==> src/rtl/lidar_polar_to_cartesian_assert.svh <==
// Assertion macros used by the converter's top-level RTL file.
`ifndef LIDAR_POLAR_TO_CARTESIAN_ASSERT_SVH
`define LIDAR_POLAR_TO_CARTESIAN_ASSERT_SVH

// Same-cycle implication, checked on every rising edge outside reset.
`define LPC_ASSERT_IMP(name, pre, post, msg) \
  name: assert property (@(posedge clk) disable iff (rst) (pre) |-> (post)) \
    else $error(msg);

// Next-cycle implication, checked on every rising edge outside reset.
`define LPC_ASSERT_NXT(name, pre, post, msg) \
  name: assert property (@(posedge clk) disable iff (rst) (pre) |=> (post)) \
    else $error(msg);

`endif

==> src/rtl/lpc_pkg.sv <==
// Types, constants and divisor tables of the lidar polar-to-Cartesian converter.
package lpc_pkg;

  localparam int RANGE_BITS_DEF = 16;
  localparam int LINE_BITS_DEF  = 20;

  // Serial arithmetic unit geometry.
  localparam int MUL_B_BITS  = 32;
  localparam int DIV_BITS    = 37;
  localparam int DVS_BITS    = 10;
  localparam int TWO_PI_BITS = 39;

  localparam logic [TWO_PI_BITS-1:0] TWO_PI_Q36   = 39'h64_87ED_5111;
  localparam logic [30:0]            Q30_ONE      = 31'h4000_0000;
  localparam logic [24:0]            COORD_MAX    = 25'h0FF_FFFF;
  localparam logic [DVS_BITS-1:0]    TIME_DIVISOR = 10'd1000;
  localparam logic [DVS_BITS-1:0]    TIME_ROUND   = 10'd500;

  localparam int SIN_TERMS = 5;
  localparam int COS_TERMS = 6;

  // Configuration reset values.
  localparam logic        MODE_RST       = 1'b0;
  localparam logic [23:0] ANGLE_STEP_RST = 24'd11651;
  localparam logic [19:0] LINE_PERIOD_RST = 20'd25000;
  localparam logic [19:0] STEP_TIME_RST  = 20'd17361;

  typedef enum logic [1:0] {
    CFG_MODE,
    CFG_ANGLE_STEP,
    CFG_LINE_PERIOD,
    CFG_STEP_TIME
  } lpc_cfg_t;

  typedef enum logic {
    OP_MUL,
    OP_DIV
  } lpc_op_t;

  typedef enum logic [3:0] {
    S_IDLE,
    S_ANGLE,
    S_XR,
    S_X2,
    S_SIN_MUL,
    S_SIN_DIV,
    S_SIN_END,
    S_COS_MUL,
    S_COS_DIV,
    S_X,
    S_Y,
    S_LINE,
    S_STEP,
    S_TIME,
    S_FINISH
  } lpc_state_t;

  typedef struct packed {
    logic    start;
    lpc_op_t op;
  } lpc_ctl_t;

  typedef struct packed {
    logic busy;
    logic done;
  } lpc_sts_t;

  // Horner divisors of the sine series, outermost term first.
  function automatic logic [DVS_BITS-1:0] sin_div(input logic [2:0] k);
    logic [DVS_BITS-1:0] d;
    case (k)
      3'd0:    d = 10'd110;
      3'd1:    d = 10'd72;
      3'd2:    d = 10'd42;
      3'd3:    d = 10'd20;
      default: d = 10'd6;
    endcase
    return d;
  endfunction

  // Horner divisors of the cosine series, outermost term first.
  function automatic logic [DVS_BITS-1:0] cos_div(input logic [2:0] k);
    logic [DVS_BITS-1:0] d;
    case (k)
      3'd0:    d = 10'd132;
      3'd1:    d = 10'd90;
      3'd2:    d = 10'd56;
      3'd3:    d = 10'd30;
      3'd4:    d = 10'd12;
      default: d = 10'd2;
    endcase
    return d;
  endfunction

endpackage

==> src/rtl/lpc_serial_unit.sv <==
// Bit-serial shift-add multiplier and restoring divider by a small divisor.
module lpc_serial_unit import lpc_pkg::*; #(
  parameter int A_BITS = TWO_PI_BITS
) (
  input  logic                           clk,
  input  logic                           rst,
  input  lpc_ctl_t                       ctl,
  input  logic [A_BITS-1:0]              opa,
  input  logic [MUL_B_BITS-1:0]          opb,
  output lpc_sts_t                       sts,
  output logic [A_BITS+MUL_B_BITS-1:0]   res
);

  localparam int P_BITS   = A_BITS + MUL_B_BITS;
  localparam int CNT_BITS = $clog2(((MUL_B_BITS > DIV_BITS) ? MUL_B_BITS : DIV_BITS) + 1);

  logic [P_BITS-1:0]   prod;
  logic [A_BITS-1:0]   mcand;
  logic [DVS_BITS-1:0] rem;
  logic [CNT_BITS-1:0] cnt;
  lpc_op_t             op_r;
  logic                busy;
  logic                done;

  logic [A_BITS:0]     mul_sum;
  logic [DVS_BITS:0]   rem_sh;
  logic [DVS_BITS:0]   rem_sub;
  logic                div_ge;

  // Multiplication: the multiplier sits in the low bits and leaves one bit per
  // cycle while the partial sum enters from the top.
  always_comb begin
    mul_sum = {1'b0, prod[P_BITS-1:MUL_B_BITS]} + (prod[0] ? {1'b0, mcand} : '0);
    rem_sh  = {rem, prod[DIV_BITS-1]};
    div_ge  = (rem_sh >= {1'b0, mcand[DVS_BITS-1:0]});
    rem_sub = rem_sh - {1'b0, mcand[DVS_BITS-1:0]};
  end

  always_ff @(posedge clk) begin
    if (ctl.start) begin
      op_r <= ctl.op;
      rem  <= '0;
      if (ctl.op == OP_MUL) begin
        mcand <= opa;
        prod  <= P_BITS'(opb);
      end else begin
        mcand <= A_BITS'(opb[DVS_BITS-1:0]);
        prod  <= P_BITS'(opa[DIV_BITS-1:0]);
      end
    end else if (busy) begin
      if (op_r == OP_MUL) begin
        prod <= {mul_sum, prod[MUL_B_BITS-1:1]};
      end else begin
        // Quotient bits fill the dividend register from the bottom.
        prod[DIV_BITS-1:0] <= {prod[DIV_BITS-2:0], div_ge};
        rem                <= div_ge ? rem_sub[DVS_BITS-1:0] : rem_sh[DVS_BITS-1:0];
      end
    end
  end

  always_ff @(posedge clk) begin
    if (rst) begin
      busy <= 1'b0;
      done <= 1'b0;
      cnt  <= '0;
    end else if (ctl.start) begin
      busy <= 1'b1;
      done <= 1'b0;
      cnt  <= (ctl.op == OP_MUL) ? CNT_BITS'(MUL_B_BITS) : CNT_BITS'(DIV_BITS);
    end else begin
      done <= busy && (cnt == CNT_BITS'(1));
      if (busy) begin
        cnt <= cnt - CNT_BITS'(1);
        if (cnt == CNT_BITS'(1)) begin
          busy <= 1'b0;
        end
      end
    end
  end

  assign sts.busy = busy;
  assign sts.done = done;
  assign res      = prod;

endmodule

==> src/rtl/lidar_polar_to_cartesian.sv <==
// Lidar polar-to-Cartesian converter: one range sample in, at most one point out.
// The sample channel (sample_valid/sample_ready) takes step_index, range_mm,
// intensity_in and line_start; the point channel (point_valid/point_ready) gives
// x_q8, y_q8, angle_turns, time_us, line_number and intensity_out.
// Registers are written through cfg_valid/cfg_ready with cfg_index and cfg_data;
// cfg_ready is always high; the user must make writes only while the block is
// idle, since the block itself does not enforce it. A sample that yields a point
// goes through one shared bit-serial unit: 19 multiplications and 12 divisions
// by small constants. No new sample is taken until the point has left the last
// step. A mode 0 sample with no echo gives no point, and the block stays ready
// for the next sample.
// Reset restores the register defaults, clears the line and step counters and
// empties the point channel.
// A finished point waits in the output register while the receiver stalls; the
// next sample is accepted meanwhile, and should its point finish before the first
// is taken, the block holds it in its last step until the output register frees.
`include "lidar_polar_to_cartesian_assert.svh"

module lidar_polar_to_cartesian import lpc_pkg::*; #(
  parameter int RANGE_BITS = RANGE_BITS_DEF,
  parameter int LINE_BITS  = LINE_BITS_DEF
) (
  input  logic               clk,
  input  logic               rst,
  input  logic               sample_valid,
  output logic               sample_ready,
  input  logic [15:0]        step_index,
  input  logic [15:0]        range_mm,
  input  logic [15:0]        intensity_in,
  input  logic               line_start,
  output logic               point_valid,
  input  logic               point_ready,
  output logic signed [24:0] x_q8,
  output logic signed [24:0] y_q8,
  output logic [23:0]        angle_turns,
  output logic [47:0]        time_us,
  output logic [19:0]        line_number,
  output logic [15:0]        intensity_out,
  input  logic               cfg_valid,
  output logic               cfg_ready,
  input  logic [1:0]         cfg_index,
  input  logic [23:0]        cfg_data
);

  localparam int A_BITS = (LINE_BITS > TWO_PI_BITS) ? LINE_BITS : TWO_PI_BITS;
  localparam int P_BITS = A_BITS + MUL_B_BITS;
  localparam logic [15:0] RANGE_MASK =
    (RANGE_BITS >= 16) ? 16'hFFFF : 16'((32'd1 << RANGE_BITS) - 32'd1);

  // Configuration and control state.
  logic                 mode;
  logic [23:0]          angle_step;
  logic [19:0]          line_period;
  logic [19:0]          step_time;
  logic [LINE_BITS-1:0] line_counter;
  logic [15:0]          previous_step;
  logic [15:0]          step_counter;
  logic                 seen_first;
  lpc_state_t           state;
  lpc_state_t           state_next;
  logic                 issued;
  logic                 issued_next;
  logic [2:0]           k;

  // Working registers.
  logic [15:0] step_r;
  logic [15:0] range_r;
  logic [15:0] inten_r;
  logic [23:0] angle;
  logic [29:0] xr;
  logic [29:0] x2;
  logic [30:0] t;
  logic [30:0] s;
  logic [24:0] xq;
  logic [24:0] yq;
  logic [47:0] lp;
  logic [36:0] num;
  logic [47:0] timev;

  lpc_ctl_t              ctl;
  lpc_sts_t              sts;
  logic [A_BITS-1:0]     opa;
  logic [MUL_B_BITS-1:0] opb;
  logic [P_BITS-1:0]     res;

  logic                 accept;
  logic                 has_result;
  logic                 op_done;
  logic                 out_load;
  logic                 calc;
  lpc_state_t           after;
  logic [15:0]          range_eff;
  logic [15:0]          step_sel;
  logic [2:0]           oct;
  logic                 swap;
  logic                 cneg;
  logic                 sneg;
  logic [21:0]          r_fold;
  logic [30:0]          cmag;
  logic [30:0]          smag;
  logic [LINE_BITS+19:0] line_ext;

  // Rounds a Q30 product down to Q8, saturates and applies the octant sign.
  function automatic logic [24:0] to_coord(input logic [P_BITS-1:0] p, input logic neg);
    logic [32:0] mag;
    logic [24:0] sat;
    mag = p[54:22] + {32'd0, p[21]};
    sat = (mag > 33'(COORD_MAX)) ? COORD_MAX : mag[24:0];
    return neg ? (25'd0 - sat) : sat;
  endfunction

  assign sample_ready = (state == S_IDLE);
  assign cfg_ready    = 1'b1;
  assign accept       = sample_valid && sample_ready;
  assign range_eff    = range_mm & RANGE_MASK;
  assign has_result   = mode || (range_eff > 16'd1);
  assign step_sel     = mode ? step_index :
                        ((!seen_first || line_start) ? 16'd0 : step_counter);
  assign op_done      = issued && sts.done;
  assign out_load     = (state == S_FINISH) && (!point_valid || point_ready);

  // Octant symmetry: the remainder is mirrored in odd octants.
  assign oct    = angle[23:21];
  assign swap   = oct[1] ^ oct[0];
  assign cneg   = oct[2] ^ oct[1];
  assign sneg   = oct[2];
  assign r_fold = oct[0] ? (22'h20_0000 - {1'b0, angle[20:0]}) : {1'b0, angle[20:0]};
  assign cmag   = swap ? s : t;
  assign smag   = swap ? t : s;
  assign line_ext = {20'd0, line_counter};

  lpc_serial_unit #(
    .A_BITS (A_BITS)
  ) u_unit (
    .clk (clk),
    .rst (rst),
    .ctl (ctl),
    .opa (opa),
    .opb (opb),
    .sts (sts),
    .res (res)
  );

  always_ff @(posedge clk) begin
    if (rst) begin
      state  <= S_IDLE;
      issued <= 1'b0;
    end else begin
      state  <= state_next;
      issued <= issued_next;
    end
  end

  always_comb begin
    state_next  = state;
    issued_next = issued;
    ctl.start   = 1'b0;
    ctl.op      = OP_MUL;
    opa         = '0;
    opb         = '0;
    calc        = 1'b0;
    after       = state;
    unique case (state)
      S_IDLE: begin
        if (sample_valid && has_result) begin
          state_next = S_ANGLE;
        end
      end
      S_ANGLE: begin
        calc  = 1'b1;
        opa   = A_BITS'(angle_step);
        opb   = MUL_B_BITS'(step_r);
        after = S_XR;
      end
      S_XR: begin
        calc  = 1'b1;
        opa   = A_BITS'(TWO_PI_Q36);
        opb   = MUL_B_BITS'(r_fold);
        after = S_X2;
      end
      S_X2: begin
        calc  = 1'b1;
        opa   = A_BITS'(xr);
        opb   = MUL_B_BITS'(xr);
        after = S_SIN_MUL;
      end
      S_SIN_MUL: begin
        calc  = 1'b1;
        opa   = A_BITS'(t);
        opb   = MUL_B_BITS'(x2);
        after = S_SIN_DIV;
      end
      S_SIN_DIV: begin
        calc   = 1'b1;
        ctl.op = OP_DIV;
        opa    = A_BITS'(t);
        opb    = MUL_B_BITS'(sin_div(k));
        after  = (k == 3'(SIN_TERMS - 1)) ? S_SIN_END : S_SIN_MUL;
      end
      S_SIN_END: begin
        calc  = 1'b1;
        opa   = A_BITS'(t);
        opb   = MUL_B_BITS'(xr);
        after = S_COS_MUL;
      end
      S_COS_MUL: begin
        calc  = 1'b1;
        opa   = A_BITS'(t);
        opb   = MUL_B_BITS'(x2);
        after = S_COS_DIV;
      end
      S_COS_DIV: begin
        calc   = 1'b1;
        ctl.op = OP_DIV;
        opa    = A_BITS'(t);
        opb    = MUL_B_BITS'(cos_div(k));
        after  = (k == 3'(COS_TERMS - 1)) ? S_X : S_COS_MUL;
      end
      S_X: begin
        calc  = 1'b1;
        opa   = A_BITS'(cmag);
        opb   = MUL_B_BITS'(range_r);
        after = S_Y;
      end
      S_Y: begin
        calc  = 1'b1;
        opa   = A_BITS'(smag);
        opb   = MUL_B_BITS'(range_r);
        after = S_LINE;
      end
      S_LINE: begin
        calc  = 1'b1;
        opa   = A_BITS'(line_counter);
        opb   = MUL_B_BITS'(line_period);
        after = S_STEP;
      end
      S_STEP: begin
        calc  = 1'b1;
        opa   = A_BITS'(step_time);
        opb   = MUL_B_BITS'(step_r);
        after = S_TIME;
      end
      S_TIME: begin
        calc   = 1'b1;
        ctl.op = OP_DIV;
        opa    = A_BITS'(num);
        opb    = MUL_B_BITS'(TIME_DIVISOR);
        after  = S_FINISH;
      end
      S_FINISH: begin
        if (!point_valid || point_ready) begin
          state_next = S_IDLE;
        end
      end
      default: begin
        state_next = S_IDLE;
      end
    endcase
    // Every arithmetic step issues once, then waits for the unit to finish.
    if (calc) begin
      if (!issued) begin
        ctl.start   = 1'b1;
        issued_next = 1'b1;
      end else if (sts.done) begin
        issued_next = 1'b0;
        state_next  = after;
      end
    end
  end

  // Registers, line and step bookkeeping.
  always_ff @(posedge clk) begin
    if (rst) begin
      mode          <= MODE_RST;
      angle_step    <= ANGLE_STEP_RST;
      line_period   <= LINE_PERIOD_RST;
      step_time     <= STEP_TIME_RST;
      line_counter  <= '0;
      previous_step <= '0;
      step_counter  <= '0;
      seen_first    <= 1'b0;
      k             <= '0;
    end else begin
      if (cfg_valid && cfg_ready) begin
        unique case (cfg_index)
          CFG_MODE:        mode        <= cfg_data[0];
          CFG_ANGLE_STEP:  angle_step  <= cfg_data;
          CFG_LINE_PERIOD: line_period <= cfg_data[19:0];
          CFG_STEP_TIME:   step_time   <= cfg_data[19:0];
        endcase
      end
      if (accept) begin
        k          <= '0;
        seen_first <= 1'b1;
        if (!seen_first) begin
          line_counter <= '0;
        end else if (mode ? (step_index < previous_step) : line_start) begin
          line_counter <= line_counter + LINE_BITS'(1);
        end
        if (mode) begin
          previous_step <= step_index;
        end else begin
          step_counter <= step_sel + 16'd1;
        end
      end else if (op_done) begin
        if (state == S_SIN_DIV || state == S_COS_DIV) begin
          k <= k + 3'd1;
        end else if (state == S_SIN_END) begin
          k <= '0;
        end
      end
    end
  end

  always_ff @(posedge clk) begin
    if (accept) begin
      step_r  <= step_sel;
      range_r <= range_eff;
      inten_r <= mode ? intensity_in : 16'd0;
      t       <= Q30_ONE;
    end
    if (op_done) begin
      case (state)
        S_ANGLE:   angle <= res[23:0];
        S_XR:      xr    <= res[59:30] + {29'd0, res[29]};
        S_X2:      x2    <= res[59:30];
        S_SIN_MUL: t     <= res[60:30];
        S_SIN_DIV: t     <= Q30_ONE - res[30:0];
        S_SIN_END: begin
          s <= res[60:30];
          t <= Q30_ONE;
        end
        S_COS_MUL: t     <= res[60:30];
        S_COS_DIV: t     <= Q30_ONE - res[30:0];
        S_X:       xq    <= to_coord(res, cneg);
        S_Y:       yq    <= to_coord(res, sneg);
        S_LINE:    lp    <= res[47:0];
        S_STEP:    num   <= res[36:0] + 37'(TIME_ROUND);
        S_TIME:    timev <= lp + 48'(res[DIV_BITS-1:0]);
        default: ;
      endcase
    end
  end

  // Point channel output register.
  always_ff @(posedge clk) begin
    if (rst) begin
      point_valid <= 1'b0;
    end else if (out_load) begin
      point_valid <= 1'b1;
    end else if (point_ready) begin
      point_valid <= 1'b0;
    end
  end

  always_ff @(posedge clk) begin
    if (out_load) begin
      x_q8          <= $signed(xq);
      y_q8          <= $signed(yq);
      angle_turns   <= angle;
      time_us       <= timev;
      line_number   <= line_ext[19:0];
      intensity_out <= inten_r;
    end
  end

  `LPC_ASSERT_IMP(a_unit_free_on_start, ctl.start, !sts.busy, "unit started while busy")
  `LPC_ASSERT_NXT(a_line_held, !(sample_valid && sample_ready), $stable(line_counter), "line counter moved without an item")
  `LPC_ASSERT_NXT(a_busy_after_point_item, sample_valid && sample_ready && has_result, !sample_ready, "ready stayed high for an item with a point")
  `LPC_ASSERT_IMP(a_point_from_finish, $rose(point_valid), $past(state == S_FINISH), "point appeared outside the last step")

endmodule
==> config.mk <==
export PLATFORM = sky130hd
export DESIGN_NAME = lidar_polar_to_cartesian
export DESIGN_NICKNAME = d
export VERILOG_FILES = /design/src/rtl/lpc_pkg.sv /design/src/rtl/lpc_serial_unit.sv /design/src/rtl/lidar_polar_to_cartesian.sv
export VERILOG_INCLUDE_DIRS = /design/src /design/src/rtl
export SDC_FILE = /design/constraint.sdc
export NUM_CORES = 1
export LEC_CHECK = 0
export ABC_CLOCK_PERIOD_IN_PS = 10550
export BUFFER_PORTS_ARGS = -buffer_cell sky130_fd_sc_hd__buf_4
export CORE_MARGIN = 2
export CORE_UTILIZATION = 45
export CTS_CLUSTER_DIAMETER = 200
export CTS_CLUSTER_SIZE = 10
export DETAILED_ROUTE_END_ITERATION = 10
export PLACE_DENSITY = 0.61
export SYNTH_ARGS = -nofsm -noshare
export SYNTH_HDL_FRONTEND = slang
export SYNTH_SLANG_ARGS = --single-unit
==> constraint.sdc <==
create_clock -name clk -period 10.55 [get_ports clk]
set_input_delay 0.5275 -clock clk [delete_from_list [all_inputs] [get_ports clk]]
set_output_delay 0.5275 -clock clk [all_outputs]
set_load 0.02 [all_outputs]
==> Word level (Yosys, flattened, before mapping) <==
Cells that the tools add are included.
{ "word_totals": {"regBits": 791, "latch_bits": 0, "mem_bits_rw": 0, "mem_bits_ro": 0, "input_bits": 80, "out_inout_bits": 161, "n_memories": 0} }
{ "op_classes": {"n_addsub": 13, "n_mul": 0, "div": 0, "magnitude_cmp": 4, "n_eq_ne": 26, "n_shift": 0, "n_mux": 51, "bitwise_logic": 3, "reduce_logical": 46} }
{ "ops": {"columns": ["op", "n"], "rows": [
  ["case mux 39 bit (9 select lines)", 1],
  ["case mux 30 bit (9 select lines)", 1],
  ["2-to-1 mux 71 bit", 2],
  ["2-to-1 mux 31 bit", 4],
  ["case mux 31 bit (3 select lines)", 1],
  ["2-to-1 mux 25 bit", 3],
  ["2-to-1 mux 37 bit", 2],
  ["case mux 4 bit (13 select lines)", 1],
  ["adder 48 x 37 -> 48 bit", 1],
  ["adder 39 x 40 -> 40 bit", 1],
  ["2-to-1 mux 20 bit", 2],
  ["case mux 8 bit (5 select lines)", 1],
  ["2-to-1 mux 39 bit", 1],
  ["AND reduction 2 bit", 19],
  ["adder 37 x 9 -> 37 bit, second input constant", 1],
  ["2-to-1 mux 34 bit", 1],
  ["adder 33 x 1 -> 33 bit", 1],
  ["greater-than comparator 33 x 24 -> 1 bit, second input constant", 1],
  ["2-to-1 mux 16 bit", 2],
  ["subtractor 31 bit, first input constant", 1],
  ["adder 30 x 1 -> 30 bit", 1],
  ["equality test 4 bit, second input constant", 7],
  ["case mux 7 bit (4 select lines)", 1],
  ["subtractor 1 x 25 -> 25 bit, first input constant", 1],
  ["42 further kinds", 86]
]} }

==> Depth between registers and ports, before layout <==
{ "depth": {"depth_word": 8, "ltp_mapped": 19, "ltp_nobuf": 16} }

==> Cells and area by module <==
A second synthesis with hierarchy kept.
{ "unflattened": {"cells_unflattened": 3679, "hier_area_um2": 39867.0} }
{ "by_module_without_submodules": {"columns": ["mod", "n_inst", "cells_per_inst", "area_per_inst_um2"], "rows": [
  ["lidar_polar_to_cartesian", 1, 2798, 31173.6],
  ["lpc_serial_unit", 1, 881, 8693.3]
]} }

==> Least setup slack after synthesis <==
No wires, ideal clock.
{ "synth_timing": {"path_kind": "register -> register", "startpoint": "register state[1]", "endpoint": "register angle_turns[0] (enable)", "setup_time_ps": 695, "arrival_time_ps": 7926, "required_time_ps": 9855, "setup_slack_ps": 1928, "stages_incl_launch_ff": 5, "path_buffers": 2, "cell_sequence": "dfxtp_1 > clkbuf_1 > buf_1 > nand3_1 > nor2b_1"} }
{ "synth_via": {"elab_chain_cells": 2} }
{ "synth_lines": {"columns": ["item", "line", "source"], "rows": [
  ["start: declaration", "lidar_polar_to_cartesian.sv:59", "lpc_state_t state;"],
  ["start signal: assignment", "lidar_polar_to_cartesian.sv:149", "state <= state_next;"],
  ["equality test 4 bit", "lidar_polar_to_cartesian.sv:120", "assign out_load = (state == S_FINISH) && (!point_valid || point_ready);"],
  ["logical AND 1 bit", "lidar_polar_to_cartesian.sv:120", null],
  ["net out_load", "lidar_polar_to_cartesian.sv:89", "logic out_load;"],
  ["end signal: assignment", "lidar_polar_to_cartesian.sv:360", "angle_turns <= angle;"],
  ["end: declaration", "lidar_polar_to_cartesian.sv:35", "output logic [23:0] angle_turns,"]
]} }
The timed path passes the listed nets, and every way through them passes these cells.
A chain may end at the register's enable or synchronous reset.

==> Worst setup path in the final report <==
{ "layout_timing": {"startpoint": "register u_unit.prod[29], in the netlist u_unit.res[29]", "endpoint": "register yq[24], data pin"} }
{ "layout_via": {"elab_chain_cells": 5} }
{ "layout_lines": {"columns": ["item", "line", "source"], "rows": [
  ["start: declaration", "lpc_serial_unit.sv:17", "logic [P_BITS-1:0] prod;"],
  ["start signal: assignment", "lpc_serial_unit.sv:45", "prod <= P_BITS'(opb);"],
  ["start signal: assignment", "lpc_serial_unit.sv:48", "prod <= P_BITS'(opa[DIV_BITS-1:0]);"],
  ["start signal: assignment", "lpc_serial_unit.sv:52", "prod <= {mul_sum, prod[MUL_B_BITS-1:1]};"],
  ["adder 33 x 1 -> 33 bit (*)", "lidar_polar_to_cartesian.sv:107", "mag = p[54:22] + {32'd0, p[21]};"],
  ["greater-than comparator 33 x 24 -> 1 bit", "lidar_polar_to_cartesian.sv:108", "sat = (mag > 33'(COORD_MAX)) ? COORD_MAX : mag[24:0];"],
  ["2-to-1 mux 25 bit (*)", "lidar_polar_to_cartesian.sv:108", null],
  ["subtractor 1 x 25 -> 25 bit", "lidar_polar_to_cartesian.sv:109", "return neg ? (25'd0 - sat) : sat;"],
  ["2-to-1 mux 25 bit (*)", "lidar_polar_to_cartesian.sv:109", null],
  ["end signal: assignment", "lidar_polar_to_cartesian.sv:336", "S_Y: yq <= to_coord(res, sneg);"],
  ["end: declaration", "lidar_polar_to_cartesian.sv:75", "logic [24:0] yq;"]
]} }
Mark *: on every way between the ends. The rest lies on a longest branch, timed or not.

==> run summary <==
The flow ran to the end, and the final reports show no timing, DRC or antenna violations. The overall power after layout is 7.78 mW. The global-route congestion overflow total came out at 0. Counting distinct cell types in the post-synthesis netlist gives 81. In the post-synthesis netlist, the cell with the most instances is sky130_fd_sc_hd__edfxtp_1. The largest buffer count on any clock path came out at 3. For the finished layout, the period the worst path requires is 5.57 ns. The top cell type by area accounts for 48.3% of the synthesized area. The initial antenna violation count came out at 6. The overall die width came out at 295 µm. The count of standard-cell rows is 106.

The actual transition at the worst max-transition pin is 1.12 ns. The DRC violation total after the first TritonRoute iteration came out at 3410. The latest clock arrival within the worst-skew pair is 0.68 ns.

The count of nets left with antenna violations once routing finished came out at 0. The sequential power share came out at 47.8%. The register area share after synthesis came out at 57.5%.

The overall die area is 87200 µm². The first global-routing pass estimated 175000 µm of wire. Clock tree synthesis selected as its root buffer the cell sky130_fd_sc_hd__clkbuf_16. The CTS clock-pin slew for the worst setup and hold paths came out at 0.06 ns. The number of pins exceeding their max-slew limit in the final report came out at 0. The total via count after detailed routing is 28680. In the final routed layout, each cell accounts on average for 24.5 µm. Each instance of the synthesized netlist takes up on average 11.1 µm².

The post-route netlist has 12.2% of its cells at a drive strength greater than 1. The estimated wirelength of the detail-placed design is 83400 µm. The total of max-cap violations is 0. The internal portion of total power came out at 5.58 mW. The clock buffer count from CTS came out at 88. The critical path's slowest cell is sky130_fd_sc_hd__edfxtp_1. Between clock sinks in the finished design, the worst skew comes to 0.0383 ns. In the synthesized netlist the dominant register cell turns out to be sky130_fd_sc_hd__edfxtp_1. In this run the cell area of the synthesized design comes to 38200 µm². The cell taking the most area after synthesis is sky130_fd_sc_hd__edfxtp_1. The net switching power is 2.20 mW. The worst pin sits at a relative slew slack of 24.6%.

The standby leakage power is 15.5 nW. The largest net degree at the start of global routing came out at 94. The number of gates resized after CTS came out at 0.

Together, buffers and inverters on the worst path number 1. The post-route clock period utilization is 52.8%. The category of the worst setup path capture point is a register.

The summed negative setup slack over all endpoints is 0 ns. The kind of critical path is register to register. The fraction of synthesis flops using an asynchronous set or reset pin is 0%. The via count of the first global-routing pass is 27036. The number of H-tree branching levels is 3. By count the netlist is led by sky130_fd_sc_hd__edfxtp_1, sky130_fd_sc_hd__nand2_1, sky130_fd_sc_hd__a21oi_1, sky130_fd_sc_hd__nor2_1, sky130_fd_sc_hd__dfxtp_1. The area overhead of the layout relative to synthesis is 14.7%. The core footprint is 83800 µm². After detailed routing, the number of remaining DRC violations is 0. The number of nets in the layout is 3839. Data on the critical path is required at its endpoint by 10.92 ns. The initial core utilization came out at 45.6%. The via-per-instance ratio came out at 5.92. The global routing usage summed across all routing layers came out at 27.0%.

During synthesis, Yosys emitted a total of 0 warnings. The largest voltage drop on the vdd net is 0.121 mV. Of all nets on the critical path, the largest fanout is 28.

The sink count of the clock tree is 790. The final hold violation count came out at 0. The flip-flop and latch count after synthesis came out at 790. Walking the worst path, the cells encountered are ha_1 > nand2_1 > or4_1 > nor3_2 > o2111ai_1 > nand2_1 > nand3_1 > buf_4 > nor2_1 > ha_1 > o21a_1 > nand4b_1 > nor3_1 > nand3_1 > nor2_1 > and3_1 > a31oi_1. In this run the post-CTS setup repair buffer count came out at 0.

In the synthesized netlist, the number of instances is 3453. STA puts the critical path data arrival time at 5.94 ns. The clock tree from TritonCTS is yes. The min-delay analysis places its worst path in the category primary input to register. The largest single stage delay on the critical path is 0.79 ns.

The number of enable-type register cells in the synthesized netlist came out at 614. The last weighted congestion value of the routability-driven placer came out at 0.952. The clock network is responsible for 36.8% of the overall power. The switching share of power is 28.3%. For this design the top-level I/O count stands at 241. During placement, the flow inserted port buffers numbering 239. In the post-synthesis netlist, the biggest area contributors are sky130_fd_sc_hd__edfxtp_1, sky130_fd_sc_hd__dfxtp_1, sky130_fd_sc_hd__ha_1. Based on the critical path, the design can be clocked at up to 0.180 GHz. The count of hold-fix buffers inserted at cts came out at 0. The setup-violating endpoint count in the final report is 0. The total wirelength of the detailed-routed design is 119000 µm. STA classifies the critical path startpoint as a register.

The total iterations of the first detailed-routing run is 9. The combinational group share of total power is 15.4%. The total power density per cell area is 178 nW/µm². The top cell family by delay on the critical path is simple AND/OR/NAND/NOR gates.

Setup repair after global routing left no endpoint under its margin. The height of the chip is 295 µm.
## cell type report
cell class                 count  area, µm²
antenna                        2       5.00
timing repair buffer         299       2240
multi-input combinational   2361      15200
clock buffer                 157       2480
inverter                      96        362
fill                        7521      40000
clock inverter                 6        135
tap                         1134       1420
sequential                   790      22000
## routing by layer
layer	share of wire, %	up-vias	global-route usage [%]	wire length [µm]
met5	0.032	-	0	38
met4	4.0	6	11.2	4790
met3	9.7	234	6.25	11500
met2	45	1296	41.1	52900
met1	42	13947	37.2	49500
li1	-	13197	-	-
## cell usage in the layout (no fill, tap or decap), drive strengths merged, types with 15 or more instances in the layout
master,count
a222oi,33
xnor2,167
nand3,132
nand2b,19
clkbuf,157
and4,16
a21o,39
dfxtp,176
nand4,35
a221oi,41
o22ai,31
a22oi,77
nor4,23
nand2,380
nor2,208
or3,23
ha,120
buf,299
edfxtp,614
inv,97
a31oi,23
o21ai,159
o21a,19
o21bai,15
and3,30
a211oi,19
a21oi,273
mux2i,46
nor2b,22
nand3b,27
and2,63
xor2,95
nor3,61
## cell families (layout without fill, tap and decap cells)
group	count (synthesis)	count (layout)	synth area share (%)
XOR/XNOR	262	262	6.01
other	2	7	0.0197
adder cells (fa/ha/maj)	123	123	4.09
multiplexers	47	47	1.24
AO/OA/AOI/OAI	851	851	14.4
buffers and inverters	305	558	3.10
flip-flops	790	790	57.5
AND/OR/NAND/NOR	1073	1073	13.6
## power groups by stage
stage                     clock [mW]  combinational [mW]  sequential [mW]
after global placement             0                1.17             3.77
after global routing            3.05                1.31             3.73
final                           2.87                1.20             3.72
after CTS                       2.92                1.18             3.71
after floorplan                    0               0.883             3.66
after detailed placement           0                1.18             3.77
## stage by stage
| step | instances | worst slack, ns | util (%) | hold slack, ns | cell area [µm²] |
|---|---|---|---|---|---|
| 3_5_place_dp | 4680 | 5.18 | 49.1 | 0.405 | 41200 |
| 4_1_cts | 4843 | 5.17 | 52.3 | 0.0104 | 43800 |
| 3_3_place_gp | 4680 | 5.39 | 49.1 | 0.401 | 41200 |
| 6_report | 4845 | 4.98 | 52.3 | 0.0395 | 43800 |
| 5_1_grt | 4843 | 4.51 | 52.3 | 0.0239 | 43800 |
| 2_1_floorplan | 3456 | 1.93 | - | 0.400 | 38200 |
## path summary, 6_finish.rpt
path / startpoint / to / slack [ns] / cells past startpoint
worst max-delay path: u_unit.res[29]$_DFFE_PP_ / yq[24]$_DFFE_PP_ / 4.98 / 17
worst max register to register: u_unit.res[29]$_DFFE_PP_ / yq[24]$_DFFE_PP_ / 4.98 / 17
worst min register to register: timev[34]$_DFFE_PP_ / time_us[34]$_DFFE_PP_ / 0.41 / 0
worst min-delay path: range_mm[0] / range_r[0]$_DFFE_PP_ / 0.04 / 1
## state kept, by name (all words and copies together) (netlist names), 30 cells and up
register / count
t: 31
lp: 48
u_unit.res: 71
num: 37
s: 31
timev: 48
time_us: 48
u_unit.mcand: 38
x2: 30
xr: 30
No activity file was read; power rests on OpenSTA's default activity.
